[config.mk]
export PLATFORM = sky130hd
export DESIGN_NAME = tplu_match
export DESIGN_NICKNAME = d
export VERILOG_FILES = /design/src/sv/tplu_pkg.sv /design/src/sv/tplu_match.sv
export SDC_FILE = /design/constraint.sdc
export NUM_CORES = 1
export LEC_CHECK = 0
export BUFFER_PORTS_ARGS = -buffer_cell sky130_fd_sc_hd__buf_4
export CELL_PAD_IN_SITES_DETAIL_PLACEMENT = 1
export CELL_PAD_IN_SITES_GLOBAL_PLACEMENT = 1
export CORE_UTILIZATION = 23
export DETAILED_ROUTE_END_ITERATION = 6
export PLACE_DENSITY_LB_ADDON = 0.12
export RECOVER_POWER = 100
export SLEW_MARGIN = 20
export SYNTH_ARGS = -nofsm -noshare
export SYNTH_HDL_FRONTEND = slang
export SYNTH_SLANG_ARGS = --single-unit
export TNS_END_PERCENT = 100
[constraint.sdc]
create_clock -name vclk -period 1.5
set_input_delay 0.3 -clock vclk [all_inputs]
set_output_delay 0.3 -clock vclk [all_outputs]
set_load 0.1 [all_outputs]
[src/sv/tplu_pkg.sv]
// tplu_pkg: word types, entry layout, codes and constants of the torsion lookup.
// Depends on nothing; used by every module of the block.
package tplu_pkg;

    localparam int ATOM_W      = 16;
    localparam int BOND_BITS   = 4;
    localparam int BOND_W      = 3 * BOND_BITS;
    localparam int FORCE_W     = 32;
    localparam int SLOT_W      = 8;
    localparam int SLOT_COUNT  = 1 << SLOT_W;
    localparam int COUNT_W     = 9;

    localparam logic [ATOM_W-1:0] WILDCARD_TYPE = 16'hffff;

    // Item function codes
    localparam logic FUNC_WRITE = 1'b0;
    localparam logic FUNC_QUERY = 1'b1;

    // Input word
    typedef struct packed {
        logic               func;
        logic [SLOT_W-1:0]  entry_slot;
        logic [ATOM_W-1:0]  type_a;
        logic [ATOM_W-1:0]  type_b;
        logic [ATOM_W-1:0]  type_c;
        logic [ATOM_W-1:0]  type_d;
        logic [BOND_W-1:0]  bond_kinds;
        logic [FORCE_W-1:0] force_one;
        logic [FORCE_W-1:0] force_two;
        logic [FORCE_W-1:0] force_three;
        logic               strict_match;
    } t_query_word;

    // Result word
    typedef struct packed {
        logic               found;
        logic [SLOT_W-1:0]  match_slot;
        logic               reversed;
        logic [FORCE_W-1:0] out_force_one;
        logic [FORCE_W-1:0] out_force_two;
        logic [FORCE_W-1:0] out_force_three;
    } t_result_word;

    // Match key: atoms and bond codes, as stored and as queried
    typedef struct packed {
        logic [ATOM_W-1:0] atom_d;
        logic [ATOM_W-1:0] atom_c;
        logic [ATOM_W-1:0] atom_b;
        logic [ATOM_W-1:0] atom_a;
        logic [BOND_W-1:0] bonds;
    } t_key;

    // One table entry
    typedef struct packed {
        t_key               key;
        logic [FORCE_W-1:0] force_three;
        logic [FORCE_W-1:0] force_two;
        logic [FORCE_W-1:0] force_one;
    } t_entry;

    // Matcher status toward the scan control
    typedef struct packed {
        logic hit;
        logic reversed;
    } t_match_status;

    typedef enum logic {
        ST_IDLE,
        ST_SCAN
    } t_scan_state;

    // Bond code at position pos (0 first, 1 middle, 2 third)
    function automatic logic [BOND_BITS-1:0] bond_code(input logic [BOND_W-1:0] packed_bonds,
                                                       input int unsigned pos);
        return packed_bonds[pos*BOND_BITS +: BOND_BITS];
    endfunction

endpackage

[src/sv/tplu_match.sv]
// tplu_match: compares one stored key against the query in both atom orders.
// Depends on tplu_pkg for the key type and bond code helper.
module tplu_match
    import tplu_pkg::*;
(
    input  t_key          i_entry,
    input  t_key          i_query,
    input  logic          i_strict,
    output t_match_status o_status
);

    logic mid_ok;
    logic fwd_ok;
    logic rev_ok;

    // Outer atom: equal, or entry wildcard when not strict
    function automatic logic outer_fits(input logic [ATOM_W-1:0] ent,
                                        input logic [ATOM_W-1:0] q,
                                        input logic strict);
        return (ent == q) || (!strict && (ent == WILDCARD_TYPE));
    endfunction

    always_comb begin
        mid_ok = bond_code(i_entry.bonds, 1) == bond_code(i_query.bonds, 1);

        // forward: a,b,c,d with bonds first,third
        fwd_ok = (bond_code(i_entry.bonds, 0) == bond_code(i_query.bonds, 0))
              && (bond_code(i_entry.bonds, 2) == bond_code(i_query.bonds, 2))
              && (i_entry.atom_b == i_query.atom_b)
              && (i_entry.atom_c == i_query.atom_c)
              && outer_fits(i_entry.atom_a, i_query.atom_a, i_strict)
              && outer_fits(i_entry.atom_d, i_query.atom_d, i_strict);

        // reversed: d,c,b,a with bonds third,first
        rev_ok = (bond_code(i_entry.bonds, 0) == bond_code(i_query.bonds, 2))
              && (bond_code(i_entry.bonds, 2) == bond_code(i_query.bonds, 0))
              && (i_entry.atom_b == i_query.atom_c)
              && (i_entry.atom_c == i_query.atom_b)
              && outer_fits(i_entry.atom_a, i_query.atom_d, i_strict)
              && outer_fits(i_entry.atom_d, i_query.atom_a, i_strict);

        o_status.hit      = mid_ok && (fwd_ok || rev_ok);
        o_status.reversed = !fwd_ok;
    end

endmodule

==> flow_results.xml, run 1 <==
<?xml version="1.0" encoding="UTF-8"?>
<metrics>
  <group name="setup_path">
    <metric name="slowest_library_cell_on_the_worst_path" unit="">a221o_4</metric>
    <metric name="timing.critical_path.required" unit="ns">1.20</metric>
    <metric name="critPathBufInv" unit="">2</metric>
    <metric name="worst_setup_path_start_kind" unit="">input pin</metric>
    <metric name="timing_worst_setup_path_type" unit="">in -&gt; out</metric>
    <metric name="setup.worst_path.end_class" unit="">output pin</metric>
    <metric name="timing.critical_path.to" unit="">o_status[1]</metric>
    <metric name="cell_family_contributing_the_most_delay_on_the_critical_path" unit="">simple AND/OR/NAND/NOR gates</metric>
    <metric name="timing.critical_path.cells" unit="">buf_4 -&gt; xnor2_2 -&gt; nand4_1 -&gt; nor4_2 -&gt; nand4_1 -&gt; a221o_4 -&gt; a21oi_4 -&gt; buf_12</metric>
    <metric name="crit_path_top_cell_by_count" unit="">nand4_1</metric>
    <metric name="worst_setup_path_startpoint" unit="">i_query[47]</metric>
    <metric name="timing.critical_path.arrival" unit="ns">1.98</metric>
    <metric name="biggest_fanout_along_the_worst_timing_path" unit="">2</metric>
    <metric name="crit_cells" unit="">8</metric>
    <metric name="max_stage_delay" unit="ns">0.39</metric>
  </group>
  <group name="global_route">
    <metric name="grt_antenna_before_repair" unit="">0</metric>
    <metric name="via_count_of_the_first_global_routing_pass" unit="">2677</metric>
    <metric name="track_usage" unit="">0.204</metric>
    <metric name="grt_max_degree" unit="">4</metric>
    <metric name="grt_first_pass_wirelength" unit="um">12300</metric>
    <metric name="global_route.overflow_total" unit="">0</metric>
  </group>
  <group name="die">
    <metric name="fp.dieH" unit="um">87.9</metric>
    <metric name="core.rowCount" unit="">30</metric>
    <metric name="die_w" unit="um">87.9</metric>
    <metric name="dieArea" unit="um^2">7730</metric>
    <metric name="initial_core_util" unit="">0.245</metric>
    <metric name="coreArea" unit="um^2">6940</metric>
    <metric name="floorplan.io_pins" unit="">155</metric>
  </group>
  <group name="synth">
    <metric name="synth_fp_nets" unit="">363</metric>
    <metric name="synth_top_cells_by_area" unit="">xor2_1 (41%), xnor2_1 (35%), nand4_1 (11%)</metric>
    <metric name="synth_seq_area_share" unit="">0</metric>
    <metric name="post_synth_inst_count" unit="">210</metric>
    <metric name="yosysWarningCount" unit="">0</metric>
    <metric name="post-synth-top-area-fraction" unit="">0.413</metric>
    <metric name="synth.avg_cell_area" unit="um^2">8.09</metric>
    <metric name="summed_instance_area_of_the_synthesized_netlist" unit="um^2">1700</metric>
    <metric name="post_synth_num_cell_types" unit="">11</metric>
    <metric name="netlist.top_cell.by_area" unit="">xor2_1</metric>
    <metric name="synthTopCellsByCount" unit="">xor2_1 (80), xnor2_1 (68), nand4_1 (29)</metric>
    <metric name="yosysMostFrequentCell" unit="">xor2_1</metric>
  </group>
  <group name="pwr">
    <metric name="power.density_cell_area" unit="nW/um^2">286</metric>
    <metric name="swShare" unit="">0.418</metric>
    <metric name="share_clk_of_total_power" unit="">0</metric>
    <metric name="combinationalPowerShare" unit="">1.000</metric>
    <metric name="vdd_drop_max" unit="mV">0.137</metric>
    <metric name="power.net_switching" unit="uW">418</metric>
    <metric name="power.internal" unit="uW">582</metric>
    <metric name="pwr-share-seq" unit="">0</metric>
    <metric name="static-leakage-power" unit="uW">0.00157</metric>
  </group>
  <group name="timing">
    <metric name="final.min_clock_period" unit="ns">2.28</metric>
    <metric name="max_slew.worst_pin.slew" unit="ns">0.359</metric>
    <metric name="final.period_utilization" unit="">1.52</metric>
    <metric name="final_number_of_hold_violating_endpoints" unit="">0</metric>
    <metric name="timing.final.setup_violations" unit="">2</metric>
    <metric name="totalNegativeSetupSlack" unit="ns">-1.40</metric>
    <metric name="timing.fmax" unit="MHz">438</metric>
    <metric name="slew_headroom" unit="">0.759</metric>
    <metric name="grt_setup_unrepaired" unit="">yes</metric>
    <metric name="slew_violations" unit="">0</metric>
    <metric name="final.setup.worst_slack" unit="ns">-0.783</metric>
  </group>
  <group name="outcome">
    <metric name="status" unit="">complete, but fails checks</metric>
    <metric name="failed_checks" unit="">negative setup slack</metric>
  </group>
  <group name="finish">
    <metric name="insertedDiodeCount" unit="">0</metric>
    <metric name="clock_buffer_count" unit="">0</metric>
    <metric name="util_after_layout" unit="">0.504</metric>
    <metric name="nNetsFinal" unit="">561</metric>
    <metric name="drive_above_1_share" unit="">0.544</metric>
    <metric name="fillcell_total" unit="">865</metric>
    <metric name="area.growth.synth_to_final" unit="%">106</metric>
    <metric name="count_of_flip_flops_and_latches" unit="">0</metric>
    <metric name="layout.cell_area.non_filler" unit="um^2">3500</metric>
    <metric name="register_area" unit="um^2">0</metric>
  </group>
  <group name="drt">
    <metric name="vias" unit="">2318</metric>
    <metric name="drt_pass1_iterations" unit="">4</metric>
    <metric name="ant_nets" unit="">0</metric>
    <metric name="drtIter0Drc" unit="">17</metric>
    <metric name="route.detailed.wl_per_inst" unit="um">16.6</metric>
    <metric name="drc" unit="">0</metric>
    <metric name="via_per_inst" unit="">4.62</metric>
    <metric name="drt_wl_total" unit="um">8320</metric>
  </group>
  <group name="placed_design">
    <metric name="port-buffer-count" unit="">155</metric>
    <metric name="detailed_place_hpwl" unit="um">7590</metric>
    <metric name="global_placement_routability_congestion" unit="">0.822</metric>
    <metric name="dpl_cell_area" unit="um^2">3310</metric>
  </group>
  <group name="run">
    <metric name="drv_cap" unit="">0</metric>
  </group>
  <group name="worst_hold_path">
    <metric name="hp-class" unit="">in -&gt; out</metric>
  </group>
</metrics>
cells in the final DEF (no fill, tap or decap), drive strengths merged:
cell type  netlist  routed
nand2            1       1
xnor2           68      68
and4b            1       1
a21oi            1       1
buf              0     196
nand4b           1       1
a221o            2       2
nand3            1       1
nand4           29      29
nor4            25      25
xor2            80      80
nor3             1       1
cell type report:
class,instances,area (um^2),area share
tap,96,120,0.0343
timing repair buffer,196,1510,0.432
multi-input combinational,210,1870,0.534
layer usage:
metal,global-route usage,wire (um),up-vias
li1,-,-,1147
met1,0.226,3160,1077
met2,0.423,4580,90
met3,0.0236,526,4
met4,0.0179,59,0
met5,0,0,-
through the flow:
step	setup WS (ns)	power, uW	instances	hold WS (ns)
5_1_grt	-0.852	1070	502	1.09
6_report	-0.783	1000	502	1.07
4_1_cts	-0.767	988	502	1.08
2_1_floorplan	-0.833	333	210	0.872
3_5_place_dp	-0.911	948	501	1.13
3_3_place_gp	-0.917	936	501	1.13
how the worst min path moves through the flow:
stage,to,cells past startpoint,start
global placement,o_status[1],5,i_entry[5]
global route,o_status[1],5,i_entry[5]
CTS,o_status[1],5,i_entry[5]
finish,o_status[1],5,i_entry[5]
detailed placement,o_status[1],5,i_entry[5]
floorplan,o_status[1],3,i_entry[5]
power by group through the flow:
| stage | Combinational (uW) | Clock (uW) | Sequential, uW |
|---|---|---|---|
| floorplan | 333 | 0 | 0 |
| global placement | 936 | 0 | 0 |
| detailed placement | 948 | 0 | 0 |
| CTS | 988 | 0 | 0 |
| global route | 1070 | 0 | 0 |
| finish | 1000 | 0 | 0 |
kinds of logic (layout without fill, tap and decap cells):
| family | after synthesis | in the layout | synth area share |
|---|---|---|---|
| and+or+nand+nor | 59 | 59 | 0.218 |
| AOI/OAI and AO/OA | 3 | 3 | 0.0184 |
| buffers and inverters | 0 | 196 | 0 |
| xor gates and xnor gates | 148 | 148 | 0.763 |
timing repair:
action | in CTS | in global routing
pin swaps | 9 | 0
hold endpoints to repair | 0 | 0
hold buffers | 0 | 0
resized for setup | 22 | 8
setup endpoints to repair | 2 | 2
setup buffers | 1 | 0
Note: power is estimated with default switching activity, not from simulation.
==> run 2, diff against run 1 <==
Settings changed: ABC_AREA from default to 1, CORE_UTILIZATION 23 to 24.
==> flow_results.xml, run 2 <==
<?xml version="1.0" encoding="UTF-8"?>
<metrics>
  <group name="timing">
    <metric name="final_number_of_hold_violating_endpoints" unit="">0</metric>
    <metric name="timing.final.setup_violations" unit="">2</metric>
    <metric name="timing.fmax" unit="MHz">524</metric>
    <metric name="slew_violations" unit="">0</metric>
    <metric name="grt_setup_unrepaired" unit="">yes</metric>
    <metric name="final.setup.worst_slack" unit="ns">-0.410</metric>
    <metric name="max_slew.worst_pin.slew" unit="ns">0.205</metric>
    <metric name="hold_worst_slack" unit="ns">1.05</metric>
    <metric name="slew_headroom" unit="">0.862</metric>
    <metric name="final.period_utilization" unit="">1.27</metric>
    <metric name="totalNegativeSetupSlack" unit="ns">-0.794</metric>
    <metric name="final.min_clock_period" unit="ns">1.91</metric>
  </group>
  <group name="synth">
    <metric name="synthTopCellsByCount" unit="">nand2_1 (261), inv_1 (76), nor2_1 (71)</metric>
    <metric name="synthAdderAreaFrac" unit="">0</metric>
    <metric name="summed_instance_area_of_the_synthesized_netlist" unit="um^2">2450</metric>
    <metric name="yosysWarningCount" unit="">0</metric>
    <metric name="netlist.top_cell.by_area" unit="">nand2_1</metric>
    <metric name="post_synth_num_cell_types" unit="">15</metric>
    <metric name="post_synth_mux_area_share" unit="">0</metric>
    <metric name="synth_seq_area_share" unit="">0</metric>
    <metric name="synth_fp_nets" unit="">681</metric>
    <metric name="post_synth_inst_count" unit="">528</metric>
    <metric name="synth_xor_xnor_area_share" unit="">0.279</metric>
    <metric name="post-synth-top-area-fraction" unit="">0.401</metric>
    <metric name="synth.avg_cell_area" unit="um^2">4.63</metric>
    <metric name="synth_top_family_by_area" unit="">simple AND/OR/NAND/NOR gates</metric>
    <metric name="yosysMostFrequentCell" unit="">nand2_1</metric>
    <metric name="synth_compound_area_frac" unit="">0.00460</metric>
    <metric name="synth_top_cells_by_area" unit="">nand2_1 (40%), xnor2_1 (23%), inv_1 (12%)</metric>
    <metric name="synth_simple_gate_area_frac" unit="">0.575</metric>
  </group>
  <group name="run">
    <metric name="drv_cap" unit="">0</metric>
  </group>
  <group name="setup_path">
    <metric name="worst_setup_path_start_kind" unit="">input pin</metric>
    <metric name="timing_worst_setup_path_type" unit="">in -&gt; out</metric>
    <metric name="setup.worst_path.end_class" unit="">output pin</metric>
    <metric name="timing.critical_path.arrival" unit="ns">1.61</metric>
    <metric name="timing.critical_path.required" unit="ns">1.20</metric>
    <metric name="biggest_fanout_along_the_worst_timing_path" unit="">2</metric>
  </group>
  <group name="drt">
    <metric name="route.detailed.wl_per_inst" unit="um">13.0</metric>
    <metric name="via_per_inst" unit="">4.34</metric>
    <metric name="ant_nets" unit="">0</metric>
    <metric name="drtIter0Drc" unit="">84</metric>
    <metric name="drc" unit="">0</metric>
    <metric name="drt_wl_total" unit="um">10600</metric>
    <metric name="vias" unit="">3556</metric>
    <metric name="drt_pass1_iterations" unit="">4</metric>
  </group>
  <group name="die">
    <metric name="die_w" unit="um">103</metric>
    <metric name="core.rowCount" unit="">36</metric>
    <metric name="dieArea" unit="um^2">10600</metric>
    <metric name="initial_core_util" unit="">0.249</metric>
    <metric name="floorplan.io_pins" unit="">155</metric>
    <metric name="coreArea" unit="um^2">9820</metric>
    <metric name="fp.dieH" unit="um">103</metric>
  </group>
  <group name="global_route">
    <metric name="grt_first_pass_wirelength" unit="um">16400</metric>
    <metric name="grt_antenna_before_repair" unit="">0</metric>
    <metric name="track_usage" unit="">0.196</metric>
    <metric name="grt_max_degree" unit="">5</metric>
    <metric name="global_route.overflow_total" unit="">0</metric>
    <metric name="via_count_of_the_first_global_routing_pass" unit="">3742</metric>
  </group>
  <group name="outcome">
    <metric name="status" unit="">complete, but fails checks</metric>
    <metric name="failed_checks" unit="">negative setup slack</metric>
  </group>
  <group name="pwr">
    <metric name="swShare" unit="">0.488</metric>
    <metric name="power.net_switching" unit="uW">547</metric>
    <metric name="combinationalPowerShare" unit="">1.000</metric>
    <metric name="power.internal" unit="uW">575</metric>
    <metric name="pwr-share-seq" unit="">0</metric>
    <metric name="static-leakage-power" unit="uW">0.00234</metric>
    <metric name="power.density_cell_area" unit="nW/um^2">272</metric>
    <metric name="power" unit="uW">1120</metric>
    <metric name="vdd_drop_max" unit="mV">0.108</metric>
    <metric name="share_clk_of_total_power" unit="">0</metric>
  </group>
  <group name="finish">
    <metric name="drive_above_1_share" unit="">0.342</metric>
    <metric name="register_area" unit="um^2">0</metric>
    <metric name="layout.cell_area.non_filler" unit="um^2">4120</metric>
    <metric name="area.growth.synth_to_final" unit="%">68.5</metric>
    <metric name="most_common_library_cell_in_the_layout_ignoring_fill_and_taps" unit="">nand2_1</metric>
    <metric name="clock_buffer_count" unit="">0</metric>
    <metric name="most-common-layout-cells" unit="">nand2_1 (249), buf_4 (149), inv_1 (69)</metric>
    <metric name="insertedDiodeCount" unit="">0</metric>
    <metric name="count_of_flip_flops_and_latches" unit="">0</metric>
    <metric name="nNetsFinal" unit="">842</metric>
  </group>
  <group name="placed_design">
    <metric name="detailed_place_hpwl" unit="um">9840</metric>
    <metric name="global_placement_routability_congestion" unit="">0.841</metric>
    <metric name="place_worst_setup_slack" unit="ns">-0.527</metric>
    <metric name="port-buffer-count" unit="">155</metric>
    <metric name="dpl_cell_area" unit="um^2">3810</metric>
  </group>
  <group name="worst_hold_path">
    <metric name="hold_depth" unit="">5</metric>
    <metric name="hp-class" unit="">in -&gt; out</metric>
    <metric name="hold_end" unit="">o_status[1]</metric>
    <metric name="holdCritStartpoint" unit="">i_entry[6]</metric>
  </group>
  <group name="clocking">
    <metric name="cts.hold.buffers_added" unit="">0</metric>
  </group>
</metrics>
run 2: changes by cell type after synthesis, moves of 3 or more:
cell | previous run | this run
nand2_1 | 1 | 261
inv_1 | 0 | 76
nor2_1 | 0 | 71
xor2_1 | 80 | 13
nor4_1 | 25 | 0
nand4_1 | 29 | 9
inv_2 | 0 | 16
nand3_1 | 1 | 4
nand3b_1 | 0 | 3
nor3_2 | 0 | 3
xnor2_1 | 68 | 65
run 2: repair_timing:
action                                  in CTS  in global routing
cloned                                       0                  0
gates resized for setup                     28                 51
setup buffers                                1                  0
pin swaps                                   12                 42
endpoints found under the setup margin       2                  2
endpoints found under the hold margin        0                  0
run 2: how the worst max path moves through the flow:
stage                startpoint           to
global placement    i_entry[20]  o_status[1]
global route        i_entry[53]  o_status[1]
CTS                 i_entry[29]  o_status[1]
finish              i_query[29]  o_status[1]
floorplan           i_entry[18]  o_status[1]
detailed placement  i_entry[20]  o_status[1]
run 2: critical path, cell delays in order:
cell     delay, ns
buf_6         0.10
xnor2_2       0.14
nand2_1       0.09
nor2_2        0.17
nand2_1       0.08
nor2_2        0.12
nand3_2       0.12
nor2_4        0.13
nor2_4        0.05
nor2_4        0.11
buf_12        0.18
run 2: power groups by stage:
| stage | logic, uW | registers (uW) | clock network, uW |
|---|---|---|---|
| floorplan | 463 | 0 | 0 |
| global placement | 1020 | 0 | 0 |
| detailed placement | 1040 | 0 | 0 |
| CTS | 1090 | 0 | 0 |
| global route | 1240 | 0 | 0 |
| finish | 1120 | 0 | 0 |
run 2: layer usage:
layer	GRT usage	share of wire
met2	0.382	0.52
met3	0.0224	0.052
met4	0.0325	0.011
met1	0.231	0.41
met5	0	0
run 2: cell families after synthesis:
kind of cell | count (synthesis)
compound gates | 2
xor+xnor | 78
simple gates | 356
buf+inv | 92
run 2: layout make-up:
class,count,area (um^2)
multi-input cells,436,2350
fillers,1469,5700
inverters,92,350
well taps,133,166
repair buffers,159,1250
run 2: metrics by stage:
step,utilization,cells
6_report,0.420,820
5_1_grt,0.420,820
4_1_cts,0.402,820
3_5_place_dp,0.388,819
3_3_place_gp,0.388,819
2_1_floorplan,-,528
==> run 3, diff against run 2 <==
Settings changed: BUFFER_PORTS_ARGS -buffer_cell sky130_fd_sc_hd__buf_4 to -buffer_cell sky130_fd_sc_hd__clkbuf_2.
==> flow_results.xml, run 3 (synthesized netlist as in run 2, its figures left out) <==
<?xml version="1.0" encoding="UTF-8"?>
<metrics>
  <group name="finish">
    <metric name="clock_buffer_count" unit="">0</metric>
    <metric name="nNetsFinal" unit="">847</metric>
    <metric name="drive_above_1_share" unit="">0.344</metric>
    <metric name="fillcell_total" unit="">1443</metric>
    <metric name="most-common-layout-cells" unit="">nand2_1 (248), clkbuf_2 (134), inv_1 (72)</metric>
    <metric name="layout.cell_area.non_filler" unit="um^2">3860</metric>
    <metric name="register_area" unit="um^2">0</metric>
    <metric name="insertedDiodeCount" unit="">0</metric>
    <metric name="util_after_layout" unit="">0.393</metric>
    <metric name="count_of_flip_flops_and_latches" unit="">0</metric>
    <metric name="most_common_library_cell_in_the_layout_ignoring_fill_and_taps" unit="">nand2_1</metric>
    <metric name="area.growth.synth_to_final" unit="%">57.9</metric>
    <metric name="multi_input_comb_area" unit="um^2">2360</metric>
  </group>
  <group name="pwr">
    <metric name="power.internal" unit="uW">486</metric>
    <metric name="swShare" unit="">0.526</metric>
    <metric name="vdd_drop_max" unit="mV">0.111</metric>
    <metric name="share_clk_of_total_power" unit="">0</metric>
    <metric name="static-leakage-power" unit="uW">0.00232</metric>
    <metric name="power.net_switching" unit="uW">540</metric>
    <metric name="power.density_cell_area" unit="nW/um^2">266</metric>
    <metric name="pwr-share-seq" unit="">0</metric>
    <metric name="combinationalPowerShare" unit="">1.000</metric>
  </group>
  <group name="die">
    <metric name="fp.dieH" unit="um">103</metric>
    <metric name="core.rowCount" unit="">36</metric>
    <metric name="floorplan.io_pins" unit="">155</metric>
    <metric name="dieArea" unit="um^2">10600</metric>
    <metric name="initial_core_util" unit="">0.249</metric>
    <metric name="die_w" unit="um">103</metric>
    <metric name="coreArea" unit="um^2">9820</metric>
  </group>
  <group name="run">
    <metric name="drv_cap" unit="">0</metric>
  </group>
  <group name="timing">
    <metric name="slew_headroom" unit="">0.841</metric>
    <metric name="totalNegativeSetupSlack" unit="ns">-0.682</metric>
    <metric name="timing.final.setup_violations" unit="">2</metric>
    <metric name="final.setup.worst_slack" unit="ns">-0.371</metric>
    <metric name="max_slew.worst_pin.slew" unit="ns">0.237</metric>
    <metric name="grt_setup_unrepaired" unit="">yes</metric>
    <metric name="final.period_utilization" unit="">1.25</metric>
    <metric name="timing.fmax" unit="MHz">535</metric>
    <metric name="slew_violations" unit="">0</metric>
    <metric name="final.min_clock_period" unit="ns">1.87</metric>
    <metric name="final_number_of_hold_violating_endpoints" unit="">0</metric>
  </group>
  <group name="setup_path">
    <metric name="setup.worst_path.end_class" unit="">output pin</metric>
    <metric name="worst_setup_path_start_kind" unit="">input pin</metric>
    <metric name="biggest_fanout_along_the_worst_timing_path" unit="">3</metric>
    <metric name="timing.critical_path.arrival" unit="ns">1.57</metric>
    <metric name="timing.critical_path.required" unit="ns">1.20</metric>
    <metric name="timing_worst_setup_path_type" unit="">in -&gt; out</metric>
  </group>
  <group name="drt">
    <metric name="route.detailed.wl_per_inst" unit="um">12.2</metric>
    <metric name="drc" unit="">0</metric>
    <metric name="drt_pass1_iterations" unit="">4</metric>
    <metric name="vias" unit="">3508</metric>
    <metric name="drtIter0Drc" unit="">43</metric>
    <metric name="via_per_inst" unit="">4.25</metric>
    <metric name="drt_wl_total" unit="um">10100</metric>
    <metric name="ant_nets" unit="">0</metric>
  </group>
  <group name="placed_design">
    <metric name="detailed_place_hpwl" unit="um">9370</metric>
    <metric name="global_placement_routability_congestion" unit="">0.834</metric>
    <metric name="port-buffer-count" unit="">155</metric>
    <metric name="dpl_cell_area" unit="um^2">3490</metric>
  </group>
  <group name="outcome">
    <metric name="status" unit="">complete, but fails checks</metric>
    <metric name="failed_checks" unit="">negative setup slack</metric>
  </group>
  <group name="global_route">
    <metric name="global_route.overflow_total" unit="">0</metric>
    <metric name="grt_antenna_before_repair" unit="">0</metric>
    <metric name="via_count_of_the_first_global_routing_pass" unit="">3556</metric>
    <metric name="grt_max_degree" unit="">5</metric>
    <metric name="grt_first_pass_wirelength" unit="um">15600</metric>
    <metric name="track_usage" unit="">0.186</metric>
  </group>
  <group name="clocking">
    <metric name="cts.hold.buffers_added" unit="">0</metric>
  </group>
  <group name="worst_hold_path">
    <metric name="hp-class" unit="">in -&gt; out</metric>
  </group>
</metrics>
## run 3: cell type report
| cell class | count | share of cell area |
|---|---|---|
| Multi-Input combinational cell | 436 | 0.610 |
| Timing Repair Buffer | 164 | 0.258 |
| Inverter | 92 | 0.0894 |
| Tap cell | 133 | 0.0431 |
## run 3: worst paths after layout
kind / to / slack (ns) / startpoint / cells after the start
worst max-delay path: o_status[1] / -0.37 / i_entry[55] / 12
worst min-delay path: o_status[1] / 1.08 / i_entry[6] / 5
## run 3: worst max-delay path: stages
cell and delay (ns):
clkbuf_2 0.13, inv_1 0.06, nand2_1 0.06, nand4_1 0.08, nor2_1 0.15, nand2_1 0.09
nor2_1 0.11, nand3_1 0.13, nor2_2 0.13, nor2_2 0.06, nor2_4 0.09, buf_12 0.18
## run 3: through the flow
step / cells / hold slack (ns) / power, uW / setup slack [ns]
after floorplan: 528 / 0.879 / 463 / -0.259
after global placement: 824 / 1.08 / 907 / -0.448
after detailed placement: 824 / 1.09 / 927 / -0.428
after CTS: 825 / 1.08 / 995 / -0.394
after global routing: 825 / 1.11 / 1140 / -0.490
final: 825 / 1.08 / 1030 / -0.371
## run 3: routing by layer
| metal | up-vias | share of wire | wire length, um | global-route usage |
|---|---|---|---|---|
| met3 | 6 | 0.037 | 377 | 0.00746 |
| met4 | 0 | 0.0084 | 85 | 0.00975 |
| met1 | 1544 | 0.45 | 4570 | 0.238 |
| met2 | 96 | 0.50 | 5040 | 0.357 |
| li1 | 1862 | - | - | - |
| met5 | - | 0 | 0 | 0 |
## run 3: power groups by stage
stage	logic [uW]	clock network, uW	registers (uW)
floorplan	463	0	0
global placement	907	0	0
detailed placement	927	0	0
CTS	995	0	0
global route	1140	0	0
finish	1030	0	0
## run 3: what timing repair did
action	4_1_cts	5_1_grt
endpoints found under the hold margin	0	0
setup endpoints to repair	2	2
gates resized for setup	38	53
pin swaps	36	32
setup buffers	1	0
